===== src/rtl/tahp_pkg.sv =====
`timescale 1ns / 1ps
package tahp_pkg;

	localparam logic [1:0] ACT_BEGIN = 2'd0;
	localparam logic [1:0] ACT_BYTE  = 2'd1;
	localparam logic [1:0] ACT_QUERY = 2'd2;

	localparam logic [1:0] PH_IDLE    = 2'd0;
	localparam logic [1:0] PH_LOADING = 2'd1;
	localparam logic [1:0] PH_LOADED  = 2'd2;
	localparam logic [1:0] PH_FAILED  = 2'd3;

	localparam logic [2:0] ERR_NONE     = 3'd0;
	localparam logic [2:0] ERR_SHORT    = 3'd1;
	localparam logic [2:0] ERR_RANGE    = 3'd2;
	localparam logic [2:0] ERR_HEADER   = 3'd3;
	localparam logic [2:0] ERR_ARRAYS   = 3'd4;
	localparam logic [2:0] ERR_DIM      = 3'd5;
	localparam logic [2:0] ERR_PAYLOAD  = 3'd6;

	localparam int unsigned HDR_BYTES = 16;
	localparam int unsigned VER_POS   = 3;
	localparam int unsigned FIRST_POS = 11;
	localparam int unsigned LAST_POS  = 15;

	typedef enum logic [1:0] {
		ST_IDLE,
		ST_READ,
		ST_MUL,
		ST_EXEC
	} state_t;

	typedef struct packed {
		logic cap;
		logic rd;
		logic mul;
		logic exec;
	} ctl_cmd_t;

	typedef struct packed {
		logic out_stall;
	} dp_sts_t;

endpackage


===== src/rtl/tahp_ctrl.sv =====
`timescale 1ns / 1ps
module tahp_ctrl (
	input  logic                clk,
	input  logic                arst_n,
	input  logic                in_valid,
	output logic                in_ready,
	input  tahp_pkg::dp_sts_t   sts,
	output tahp_pkg::ctl_cmd_t  cmd
);

	tahp_pkg::state_t state_q, state_n;

	always_ff @(posedge clk or negedge arst_n) begin
		if (!arst_n) begin
			state_q <= tahp_pkg::ST_IDLE;
		end else begin
			state_q <= state_n;
		end
	end

	always_comb begin
		state_n = state_q;
		unique case (state_q)
			tahp_pkg::ST_IDLE: if (in_valid) state_n = tahp_pkg::ST_READ;
			tahp_pkg::ST_READ: state_n = tahp_pkg::ST_MUL;
			tahp_pkg::ST_MUL:  state_n = tahp_pkg::ST_EXEC;
			tahp_pkg::ST_EXEC: if (!sts.out_stall) state_n = tahp_pkg::ST_IDLE;
			default:           state_n = tahp_pkg::ST_IDLE;
		endcase
	end

	always_comb begin
		in_ready = (state_q == tahp_pkg::ST_IDLE);
		cmd.cap  = in_ready && in_valid;
		cmd.rd   = (state_q == tahp_pkg::ST_READ);
		cmd.mul  = (state_q == tahp_pkg::ST_MUL);
		cmd.exec = (state_q == tahp_pkg::ST_EXEC) && !sts.out_stall;
	end

endmodule


===== config.mk =====
export PLATFORM = sky130hd
export DESIGN_NAME = tahp_ctrl
export DESIGN_NICKNAME = d
export VERILOG_FILES = /design/src/rtl/tahp_pkg.sv /design/src/rtl/tahp_ctrl.sv
export SDC_FILE = /design/constraint.sdc
export NUM_CORES = 1
export LEC_CHECK = 0
export BUFFER_PORTS_ARGS = -buffer_cell sky130_fd_sc_hd__buf_2
export CORE_AREA = 5 5 42 44
export DETAILED_ROUTE_END_ITERATION = 10
export DIE_AREA = 0 0 47 49
export GPL_TIMING_DRIVEN = 0
export PLACE_DENSITY = 0.3
export SETUP_SLACK_MARGIN = 0.1
export SLEW_MARGIN = 20
export SYNTH_ARGS = -nofsm -noshare
export SYNTH_HDL_FRONTEND = slang
export SYNTH_SLANG_ARGS = --single-unit

===== constraint.sdc =====
create_clock -name clk -period 3 [get_ports clk]
set_input_delay 0.3 -clock clk [delete_from_list [all_inputs] [get_ports clk]]
set_output_delay 0.3 -clock clk [all_outputs]
set_load 0.05 [all_outputs]

# After elaboration in Yosys (flattened, before gate mapping)
# Cells that the tools add are included.
# Widths: inputs -> output; s select.
classes:
  muxes: 3
  eq_ne: 5
  n_reduce_logical: 5
ops:
  columns: ["operator", "n"]
  rows:
  - ["$pmux 2 s4", 1]
  - ["$eq 2x2->1 const B", 2]
  - ["$mux 2", 2]
  - ["$ne 2x2->1 const B", 2]
  - ["$eq 2x1->1 const B", 1]
  - ["$logic_and 1x1->1", 2]
  - ["$logic_not 2->1", 1]
  - ["$reduce_and 2->1", 1]
  - ["$logic_not 1->1", 1]
totals:
  reg_bits: 2
  output_inout_bits: 5
  elab_cells: 14

# Depth between registers and ports, before layout
# Gate-level depths: netlist (run 1).
depth:
  word_depth: 3
  ltp_mapped: 5

# Worst setup path after synthesis (run 1)
# OpenSTA, ideal clock, no wires.
synth_timing:
  path_kind: "flip-flop to output port"
  start: "register state_q[1]"
  end: "output port cmd[3] in the netlist's numbering"
  path_stages_with_launch: 4
  path_buffers: 0
  t_arrival_ns: 1.451
  path_slack_ns: 1.249
  cell_sequence: "dfrtp_1 > inv_1 > ha_1 > and2_2"
synth_lines:
  columns: ["item", "line_no", "text"]
  rows:
  - ["start, declared", "tahp_ctrl.sv:11", "tahp_pkg::state_t state_q, state_n;"]
  - ["start signal, assigned", "tahp_ctrl.sv:15", "state_q <= tahp_pkg::ST_IDLE;"]
  - ["start signal, assigned", "tahp_ctrl.sv:17", "state_q <= state_n;"]
  - ["end, declared", "tahp_ctrl.sv:8", "output tahp_pkg::ctl_cmd_t cmd"]

==> impl_metrics.json, run 1 <==
{
  "end_kind": "output port",
  "insertion_delay_ps": 220,
  "synth_edf_count": 0,
  "cts_buffers": 3,
  "synth_commonest_cells": "ha_1 (4), a21oi_1 (2), dfrtp_1 (2), inv_1 (2)",
  "post-place-ws_ps": 1520,
  "ys_warn_count": 0,
  "design.portCount": 9,
  "finalNetCount": 39,
  "drt_iter0_drc": 0,
  "regToRegStartpoint": "state_q[0]$_DFFE_PN0P_",
  "status": "finished clean",
  "slew_violations": 0,
  "fin_util_pct": 18.8,
  "routed_via_density": 3.29,
  "overflow": 0,
  "cts_tree": "done",
  "synth_cell_types": 11,
  "critPathLaunch": "state_q[1]$_DFFE_PN0P_",
  "worstRegToRegCells": 5,
  "grt_usage_pct": 3.45,
  "routed_wl_um": 353,
  "diodes": 0,
  "required_ps": 2700,
  "wire_per_inst_um": 7.84,
  "setup_viol": 0,
  "h-tree-depth": 1,
  "synthFlopType": "dfrtp_1",
  "path_class": "reg2out",
  "cp.arrival_ps": 1390,
  "clock_path_buffers": 2,
  "cts_root_buf": "clkbuf_4",
  "rsz0062_at_grt": "no",
  "fin_area_um2": 263,
  "vias": 148,
  "cp_max_fo": 4,
  "grt_first_pass_wirelength_um": 517,
  "crit_end": "cmd[3]",
  "die_area_mm2": 0.00230,
  "clock_skew_ps": 3.61,
  "hold_viol_final": 0,
  "drv_cap": 0,
  "die_y_um": 49,
  "fillers": 163,
  "postSynthCellCount": 17,
  "fin_crit_ps": 1690,
  "core-area_mm2": 0.00140,
  "area_growth_pct": 54.4,
  "tightest_slew_ps": 256,
  "cts_setup_buffers": 0,
  "first_global_vias": 131,
  "reg2reg_setup_slack_ps": 1830,
  "largest_reg_flops": 2,
  "cp-start-kind": "flip-flop",
  "grt_max_degree": 5,
  "path_clk_slew_ps": 30,
  "hold_path_class": "in2async",
  "synth_top_cells_by_area": "dfrtp_1 (29%), ha_1 (29%), nand2b_4 (8.1%), a21oi_1 (5.9%), a21oi_2 (5.1%)",
  "ys_seq_elements": 2,
  "start_util_pct": 12.1,
  "chipWidth_um": 47,
  "gp_congestion": 0.641,
  "synth_top_area_share_pct": 29.4,
  "portBuffers": 8,
  "yosysSeqAreaShare_pct": 29.4,
  "r2r-end": "state_q[1]$_DFFE_PN0P_",
  "numClockSinks": 2,
  "dpl_cell_area_um2": 230,
  "row_count": 14,
  "post-synth-top-count-cell": "ha_1",
  "setup_slack_ps": 1310,
  "drc": 0,
  "dp_hpwl_um": 305,
  "synth_area_leader_cell": "dfrtp_1",
  "post_route_cells_drive_above_1_share_pct": 48.3,
  "synth_async_sr_flop_share_pct": 100,
  "fin_crit_sh_pct": 56.2,
  "drtAntennaViolNets": 0,
  "setup_tns_ps": 0,
  "antenna_found_initial": 0,
  "syn_nets": 25,
  "regMostFlops": "state_q",
  "top_regs": "state_q: 2 flops",
  "syn_avg_cell_area_um2": 10.0,
  "drtPass1Iterations": 1,
  "max_freq_mhz": 593,
  "syn-cell-area_um2": 170,
  "slew_headroom_pct": 83.1
}
[area by class of cell]
type / count / area (um^2) / share of cell area (%)
inverter: 2 / 7.51 / 2.86
sequential: 2 / 50.0 / 19.0
tap: 16 / 20.0 / 7.62
multi-input combinational: 13 / 113 / 42.9
clock buffer: 3 / 22.5 / 8.57
timing repair buffer: 9 / 50.0 / 19.0
[worst min path at each step]
stage	end	depth (start not counted)	startpoint	slack, ps
after floorplan	state_q[0]$_DFFE_PN0P_	0	arst_n	4
after global placement	state_q[0]$_DFFE_PN0P_	1	arst_n	80
after detailed placement	state_q[0]$_DFFE_PN0P_	1	arst_n	90
after CTS	state_q[0]$_DFFE_PN0P_	2	arst_n	380
after global routing	state_q[1]$_DFFE_PN0P_	2	arst_n	390
final	state_q[0]$_DFFE_PN0P_	2	arst_n	390
[per-stage QoR]
step / std cells / hold WS (ps)
3_5_place_dp: 41 / 86.8
6_report: 45 / 387
4_1_cts: 45 / 379
5_1_grt: 45 / 386
2_1_floorplan: 17 / 4.41
3_3_place_gp: 41 / 84.4
[timing repair]
action / CTS / global route
resized for setup: 0 / 0
hold buffers: 1 / 0
hold endpoints to repair: 2 / 0
[logic make-up (layout without fill, tap and decap cells)]
kind of cell    after synthesis  in the layout  share of synthesized area [%]
compound gates                4              4                           16.2
buf+inv                       2             14                           4.41
fa+ha+maj                     4              4                           29.4
flops                         2              2                           29.4
simple gates                  5              5                           20.6
[per-layer routing]
metal | share of wire, % | vias up | GRT usage, % | wire length [um]
met5 | 0 | - | 0 | 0
met4 | 0 | 0 | 2.76 | 0
met3 | 17 | 0 | 3.69 | 60
met2 | 39 | 7 | 3.62 | 136
met1 | 44 | 62 | 3.74 | 156
li1 | - | 79 | - | -
[cell usage in the layout, fill, tap and decap left out]
cell           n
a21oi_1        2
a21oi_2        1
a31o_1         1
and2_2         1
buf_2          8
clkbuf_4       3
dfrtp_1        2
dlygate4sd3_1  1
ha_1           4
inv_1          2
nand2_1        1
nand2b_4       1
nor2_1         1
nor2b_1        1
[worst max-delay path, stage by stage (launching register included)]
cell     delay (ps)
dfrtp_1         390
inv_1           110
ha_1            250
and2_2          160
buf_2           250
Power of run 1 is not shown: default switching activity piles up to over one toggle a cycle in this logic, so the estimate is an artifact.
==> run 2, diff against run 1 <==
==> constraint.sdc (replaced) <==
create_clock -name clk -period 1.5 [get_ports clk]
set_input_delay 0.15 -clock clk [delete_from_list [all_inputs] [get_ports clk]]
set_output_delay 0.15 -clock clk [all_outputs]
set_load 0.05 [all_outputs]
==> run 2 against run 1 <==
Against the previous run:
- via count up 10%
- die area is the same
- first-iteration DRC count unchanged
- wire length rose by 9.1%
- clock-buffer cell count did not move
- non-clock buffer count grew 1
- utilization grew 2.1 points
- largest cell class unchanged
==> impl_metrics.json, run 2 (synthesis gave the netlist of run 1 again) <==
{
  "fin_crit_sh_pct": 89.1,
  "largest_reg_flops": 2,
  "antenna_found_initial": 0,
  "fin_area_um2": 292,
  "grt_usage_pct": 4.23,
  "slew_headroom_pct": 83.4,
  "cts_tree": "done",
  "end_kind": "output port",
  "clock_path_buffers": 2,
  "routed_wl_um": 385,
  "setup_tns_ps": 0,
  "overflow": 0,
  "cp_max_fo": 4,
  "insertion_delay_ps": 230,
  "tightest_slew_ps": 251,
  "path_class": "reg2out",
  "finalNetCount": 40,
  "portBuffers": 8,
  "dp_hpwl_um": 310,
  "drtPass1Iterations": 1,
  "drv_cap": 0,
  "clock_skew_ps": 2.64,
  "max_freq_mhz": 748,
  "hold_path_class": "in2async",
  "regMostFlops": "state_q",
  "hold_viol_final": 0,
  "h-tree-depth": 1,
  "drc": 0,
  "numClockSinks": 2,
  "final_common_cell": "buf_2",
  "slew_violations": 0,
  "setup_viol": 0,
  "area_growth_pct": 71.3,
  "cp.arrival_ps": 1190,
  "fillers": 161,
  "top_regs": "state_q: 2 flops",
  "cts_root_buf": "clkbuf_4",
  "grt_max_degree": 5,
  "drtAntennaViolNets": 0,
  "chipWidth_um": 47,
  "wire_per_inst_um": 8.37,
  "routed_via_density": 3.54,
  "row_count": 14,
  "die_area_mm2": 0.00230,
  "post_route_cells_drive_above_1_share_pct": 60.0,
  "rsz0062_at_grt": "no",
  "grt_first_pass_wirelength_um": 641,
  "diodes": 0,
  "drt_iter0_drc": 0,
  "path_clk_slew_ps": 30,
  "cp-start-kind": "flip-flop",
  "cts_buffers": 3,
  "first_global_vias": 164,
  "dpl_cell_area_um2": 233,
  "design.portCount": 9,
  "die_y_um": 49,
  "required_ps": 1350,
  "final_cell_mix": "buf_2 (6), clkbuf_4 (4), ha_1 (3)",
  "start_util_pct": 12.1,
  "fin_crit_ps": 1340,
  "gp_congestion": 0.663,
  "vias": 163,
  "core-area_mm2": 0.00140,
  "status": "finished clean"
}
[run 2: cell types whose count changed in the layout (fill, tap and decap cells not counted), sizes merged]
cell    before  now
clkbuf       3    4
[run 2: final timing paths]
kind	from	to	slack, ps	cells past startpoint
max	state_q[0]$_DFFE_PN0P_	cmd[3]	160	4
min in group clk	sts	state_q[0]$_DFFE_PN0P_	280	3
min	arst_n	state_q[0]$_DFFE_PN0P_	240	2
max in group asynchronous	arst_n	state_q[1]$_DFFE_PN0P_	1160	2
min reg2reg	state_q[0]$_DFFE_PN0P_	state_q[0]$_DFFE_PN0P_	610	2
max reg2reg	state_q[0]$_DFFE_PN0P_	state_q[1]$_DFFE_PN0P_	380	4
[run 2: layer usage]
metal,GRT usage (%),wire [um],vias up
li1,-,-,82
met1,4.40,166,71
met2,4.98,160,8
met3,1.11,43,2
met4,6.91,15,0
met5,0,0,-
[run 2: stage by stage]
step                utilization, %  setup slack, ps  instances  hold WS, ps
CTS                           19.8              105         45          229
floorplan                        -              105         17         -146
global route                  20.8              106         46          249
global placement              16.6              212         41        -65.9
detailed placement            16.6              214         41        -63.6
finish                        20.8              163         46          238
[run 2: worst max-delay path, stage by stage, from the launching register on]
cell	delay, ps
dfrtp_1	390
inv_2	70
ha_4	170
and2_2	170
buf_6	150
[run 2: timing repair]
action                                  in CTS  in global routing
buffers inserted                             0                  1
endpoints found under the hold margin        2                  0
gates resized for setup                      4                  2
hold buffers                                 1                  0
endpoints found under the setup margin       2                  3
[run 2: layout make-up]
class | instances | area [um^2] | share of cell area [%]
tap | 16 | 20.0 | 6.87
sequential | 2 | 50.0 | 17.2
multi-input combinational | 13 | 125 | 42.9
timing repair buffer | 10 | 66.3 | 22.7
inverter | 2 | 7.51 | 2.58
clock buffer | 3 | 22.5 | 7.73
Power of run 2 is left out for the same reason.
==> run 3, diff against run 2 <==
==> constraint.sdc (replaced) <==
create_clock -name clk -period 1.5 [get_ports clk]
set_input_delay 0.3 -clock clk [delete_from_list [all_inputs] [get_ports clk]]
set_output_delay 0.3 -clock clk [all_outputs]
set_load 0.05 [all_outputs]
==> run 3 against run 2 <==
Against the previous run:
- via count up 6.1%
- critical endpoint unchanged
- first-iteration DRC count unchanged
- utilization increased by 4.5 points
- fmax shrank 8.3%
- highest routed layer is now met3
- critical path type unchanged
- die area unchanged
==> impl_metrics.json, run 3 (synthesis gave the netlist of run 1 again) <==
{
  "slowest_stage": "dfrtp_2",
  "fin_crit_ps": 1460,
  "end_kind": "output port",
  "antenna_found_initial": 0,
  "cp_max_fo": 4,
  "numClockSinks": 2,
  "drv_cap": 0,
  "diodes": 0,
  "final_cell_mix": "buf_2 (4), clkbuf_4 (3), buf_6 (3), buf_4 (3)",
  "cp-start-kind": "flip-flop",
  "grt_first_pass_wirelength_um": 745,
  "critPathTopFamily": "flip-flops",
  "h-tree-depth": 1,
  "dp_hpwl_um": 317,
  "status": "finished clean",
  "area_growth_pct": 108,
  "drtAntennaViolNets": 0,
  "grt_max_degree": 5,
  "rsz0062_at_grt": "yes",
  "design.portCount": 9,
  "regMostFlops": "state_q",
  "cp.arrival_ps": 1160,
  "tightest_slew_ps": 247,
  "setup_viol": 0,
  "cts_tree": "done",
  "finalNetCount": 43,
  "final_common_cell": "buf_2",
  "insertion_delay_ps": 220,
  "post_route_cells_drive_above_1_share_pct": 72.7,
  "row_count": 14,
  "crit_chain": "inv_2 -> ha_4 -> and2_4 -> buf_8",
  "top_layer_used": "met3",
  "chipWidth_um": 47,
  "slew_headroom_pct": 83.6,
  "drc": 0,
  "gp_congestion": 0.644,
  "largest_reg_flops": 2,
  "crit_buf_inv": 2,
  "wire_per_inst_um": 10.2,
  "dr_wl_met2_um": 285,
  "max_freq_mhz": 686,
  "setup_tns_ps": 0,
  "drt_iter0_drc": 0,
  "overflow": 0,
  "die_y_um": 49,
  "die_area_mm2": 0.00230,
  "drtPass1Iterations": 1,
  "core-area_mm2": 0.00140,
  "drt-met1-wl_um": 163,
  "grt_usage_pct": 4.93,
  "cts_root_buf": "clkbuf_4",
  "routed_wl_um": 498,
  "path_class": "reg2out",
  "fillers": 162,
  "slew_violations": 0,
  "cp_slowest_stage_delay_ps": 430,
  "first_global_vias": 187,
  "hold_path_class": "in2async",
  "start_util_pct": 12.1,
  "hold_viol_final": 0,
  "clock_path_buffers": 2,
  "required_ps": 1200,
  "routed_via_density": 3.53,
  "top_regs": "state_q: 2 flops",
  "cts_buffers": 3,
  "path_clk_slew_ps": 30,
  "route.met3.wl_um": 49,
  "vias": 173,
  "portBuffers": 8,
  "clock_skew_ps": 2.75,
  "fin_crit_sh_pct": 97.2
}
run 3: changes by cell type in the layout (fill, tap and decap cells not counted), moves of 2 or more:
cell / before / now
buf_2: 6 / 4
buf_6: 1 / 3
buf_4: 1 / 3
buf_8: 0 / 2
run 3: final cells by class:
| class | count | area (um^2) | share of cell area (%) |
|---|---|---|---|
| Inverter | 2 | 7.51 | 2.12 |
| Tap cell | 16 | 20.0 | 5.65 |
| Clock buffer | 3 | 22.5 | 6.36 |
| Multi-Input combinational cell | 13 | 136 | 38.5 |
| Sequential cell | 2 | 51.3 | 14.5 |
| Timing Repair Buffer | 13 | 116 | 32.9 |
run 3: metal layers:
layer | GRT usage, % | vias to the layer above
met5 | 0 | -
met1 | 4.19 | 79
met3 | 2.21 | 0
met2 | 7.47 | 6
li1 | - | 88
met4 | 5.53 | 0
run 3: through the flow:
stage / cell area [um^2] / hold WS, ps / instances / worst slack, ps / util, %
2_1_floorplan: 175 / 4.41 / 17 / -44.6 / -
3_3_place_gp: 235 / 84.4 / 41 / 61.1 / 16.8
3_5_place_dp: 235 / 87.0 / 41 / 42.0 / 16.8
4_1_cts: 330 / 373 / 48 / 29.0 / 23.6
5_1_grt: 354 / 392 / 49 / -5.76 / 25.3
6_report: 354 / 386 / 49 / 42.1 / 25.3
run 3: final timing paths:
kind | cells past startpoint | slack, ps | from | endpoint
setup / recovery | 4 | 40 | state_q[0]$_DFFE_PN0P_ | cmd[3]
hold / removal | 2 | 390 | arst_n | state_q[1]$_DFFE_PN0P_
setup reg to reg | 7 | 180 | state_q[1]$_DFFE_PN0P_ | state_q[1]$_DFFE_PN0P_
hold reg to reg | 2 | 610 | state_q[0]$_DFFE_PN0P_ | state_q[0]$_DFFE_PN0P_
max in group asynchronous | 2 | 1000 | arst_n | state_q[0]$_DFFE_PN0P_
min in group clk | 3 | 460 | sts | state_q[0]$_DFFE_PN0P_
run 3: timing repair:
item                                    CTS  global route
endpoints found under the setup margin    5             5
hold buffers                              1             0
gates resized for setup                  13             5
pin swaps                                 1             2
hold endpoints to repair                  2             0
setup buffers                             3             1
Power of run 3 is left out for the same reason.
